==> config.mk <==
export PLATFORM = sky130hd
export DESIGN_NAME = wtbc_win_cmp
export DESIGN_NICKNAME = d
export VERILOG_FILES = /design/src/rtl/wtbc_pkg.sv /design/src/rtl/wtbc_win_cmp.sv
export SDC_FILE = /design/constraint.sdc
export NUM_CORES = 1
export LEC_CHECK = 0
export BUFFER_PORTS_ARGS = -buffer_cell sky130_fd_sc_hd__buf_2
export CAP_MARGIN = 30
export CORE_MARGIN = 1
export CORE_UTILIZATION = 42
export DETAILED_ROUTE_END_ITERATION = 7
export GPL_TIMING_DRIVEN = 0
export PLACE_DENSITY = 0.79
export RECOVER_POWER = 100
export SLEW_MARGIN = 20
export SYNTH_ARGS = -nofsm -noshare
export SYNTH_HDL_FRONTEND = slang
export SYNTH_SLANG_ARGS = --single-unit
==> constraint.sdc <==
create_clock -name vclk -period 1.6
set_input_delay 0.16 -clock vclk [all_inputs]
set_output_delay 0.16 -clock vclk [all_outputs]
set_load 0.05 [all_outputs]
==> src/rtl/wtbc_pkg.sv <==
// Package: sizes, payload types and control structs of the trend buffer compactor.
`timescale 1ns / 1ps

package wtbc_pkg;

    localparam int SLOT_COUNT   = 64;
    localparam int IDX_W        = (SLOT_COUNT > 1) ? $clog2(SLOT_COUNT) : 1;
    localparam int CNT_W        = $clog2(SLOT_COUNT + 1);
    localparam int ADDR_W       = IDX_W + 1;
    localparam int STORE_DEPTH  = 1 << ADDR_W;
    localparam int DATA_W       = 32;
    localparam int SLOT_INDEX_W = 6;

    typedef logic signed [DATA_W-1:0] coord_t;
    typedef logic [IDX_W-1:0]         slot_idx_t;

    typedef enum logic [2:0] {
        ST_IDLE = 3'b001,
        ST_SCAN = 3'b010,
        ST_EMIT = 3'b100
    } seq_state_t;

    typedef struct packed {
        logic      wr_en;
        logic      wr_bank;
        slot_idx_t wr_idx;
        coord_t    wr_x;
        coord_t    wr_y;
        logic      rd_en;
        logic      rd_bank;
        slot_idx_t rd_idx;
        logic      clr_en;
        logic      clr_bank;
    } store_ctl_t;

    typedef struct packed {
        coord_t rd_x;
        coord_t rd_y;
        logic   rd_valid;
    } store_rsp_t;

endpackage

==> src/rtl/wtbc_win_cmp.sv <==
// Shared window compare unit: inclusive signed range check on one x value.
`timescale 1ns / 1ps

module wtbc_win_cmp
    import wtbc_pkg::*;
(
    input  coord_t x,
    input  coord_t lo,
    input  coord_t hi,
    output logic   hit
);

    assign hit = (lo <= x) && (x <= hi);

endmodule

==> results.md <==
* All-Layer GR Usage at 0.194
* Fin. max-slew vios at 0
* Sequential area share after synthesis at 0
* Tmin final at 2170 ps
* Compound-gate portion of the synthesized area at 0.206
* Slew Limit Headroom at 0.740
* DRC at 0
* Startpoint types: primary input
* Worst Setup Path Type: in -> out
* # diodes at 0
* Synth Net Count at 385
* Largest family of logic cells by synthesized area: adder cells
* Power Density at about 240 nW/um^2
* Fin util at 0.616
* DP Area at 2220 sq um
* Most numerous cell in the Yosys netlist: inv_1
* Adder-Cell Fraction of Synth Area at 0.485
* Ports at 97
* Max-cap violations at 0
* Post-route design area at 2290 sq um
* Share of layout cells above drive strength 1 at 0.348
* Core Region at around 3700 sq um
* Setup bufs post-CTS at 0
* Worst setup margin at -573 ps
* Die area at approximately 4200 sq um
* Fin nets at 484
* CLK BUF at 0
* HPWL after DPL at ~3.7 mm
* Chip width at approximately 65 um
* Synth area leaders: ha_1 (48%), inv_1 (15%), a21oi_1 (7.3%)
* Final hold violations at 0
* Fmax at ~0.46 GHz
* Crit. End Element: primary output
* VDD IR-drop max at ~0.11 mV
* Post-synth top area share at 0.485
* RSZ-0062 raised after global routing: true
* Post-synthesis simple-gate area fraction at 0.156
* Final RePlAce weighted congestion at between 0.8 and 0.9
* Post-Route WL at about 3.9 mm
* Leak pwr at ~1.5 nW
* Most area-hungry cell type in the Yosys netlist: ha_1
* Row count at 22
* Layout area overhead at 38.7%
* Fin crit share at 1.36
* Tightest Hold Check Type: in -> out
* Syn Area/Cell at around 7.3 sq um
* Vias in the first global route at 1,799
* CP Max Fanout at 2
* Mapped Area at between 1500 and 2000 sq um
* Final setup fails at 1
* Synth warnings at 0
* Routed Antenna Nets at 0
* Largest net degree at the start of global routing at 5
* First DRT Iteration DRCs at 48
* Total power at about 550 uW
* Critical path data required time at 1440 ps
* Flip-flop and latch count at 0
* DR WL/cell at ~10 um
* Gr ovfl total at 0
* Xor and xnor area share after synthesis at 0.00530
* DR pass1 iterations at 4
* Via count at about 1,800
* Netlist cell types at 31
* Number of port buffers at 97
* Status: complete, but fails checks
* Tightest Pin Transition at between 300 and 400 ps
* Antenna violations before repair at 0
* Synth top cells by count: inv_1 (65), ha_1 (64), a21oi_1 (24)
* Wire length of the first global-routing pass at 6.86 mm
* Initial core utilization at 0.444
* FF+latch area at 0 sq um
* WP data arrival at roughly 2000 ps
* Mux cell area share after synthesis at 0
* Worst Hold Slack at about 950 ps
* Via density at ~5
* Die Ht at 64.7 um
* Mapped Cells at ~230
* Post-Place Worst Slack at -665 ps
* Violated checks: negative setup slack
-- where the power goes --
| group | total [mW] | internal [mW] | switching [mW] |
|---|---|---|---|
| Combinational | 0.545 | 0.276 | 0.269 |
| Clock | 0 | 0 | 0 |
| Sequential | 0 | 0 | 0 |
| Total | 0.545 | 0.276 | 0.269 |
-- timing repair --
action	CTS	global route
hold buffers	0	0
resized for setup	5	10
setup endpoints to repair	1	1
endpoints found under the hold margin	0	0
pin swaps	0	9
-- metal layers --
metal	up-vias	track usage	part of all wire
met5	-	0	0
met3	4	0.0106	0.047
met1	792	0.245	0.46
li1	986	-	-
met2	55	0.362	0.48
met4	0	0.0278	0.010
-- path summary, 6_finish.rpt --
path,startpoint,to,slack [ps],depth (start not counted)
setup / recovery,x[1],hit,-570,11
hold / removal,lo[31],hit,950,5
-- through the flow --
| step | TNS, ps | instances |
|---|---|---|
| final | -573 | 370 |
| after detailed placement | -665 | 370 |
| after global placement | -623 | 370 |
| after global routing | -647 | 370 |
| after floorplan | -466 | 225 |
| after CTS | -534 | 370 |
-- area by class of cell --
| type | count | area, sq um |
|---|---|---|
| multi-input combinational | 160 | 1480 |
| fill | 350 | 1430 |
| timing repair buffer | 97 | 508 |
| inverter | 65 | 246 |
| tap | 48 | 60.1 |
-- worst max-delay path, cell delays in order --
cell and delay, ps:
buf_8 80, inv_4 30, ha_4 250, nor2b_4 120, o211ai_1 120, a2111o_1 440
o211ai_2 90, a21oi_2 80, or2_1 240, a22oi_2 210, buf_6 190
-- cells in the final DEF, fill, tap and decap left out, types with 2 or more instances in the layout --
cell type	Yosys	routed
nand4_1	9	9
buf_2	0	94
a21o_1	5	5
a21oi_1	24	24
buf_6	0	2
nor2_1	2	2
o211ai_1	3	3
ha_4	0	2
o21ai_0	5	5
inv_2	0	2
a221o_1	2	2
nand4_2	2	2
o21ai_1	2	2
ha_1	64	62
and4_1	7	7
and2_1	0	2
nand2_1	10	10
nand2b_1	2	2
inv_1	65	62
nand3_1	3	3
a221oi_2	0	2
-- kinds of logic (layout without fill, tap and decap cells) --
group | Yosys count | count (layout)
buffers and inverters | 65 | 162
adders and majority gates | 64 | 64
AOI/OAI and AO/OA | 53 | 53
and+or+nand+nor | 42 | 42
xor gates and xnor gates | 1 | 1
No activity file was read; power rests on OpenSTA's default activity.
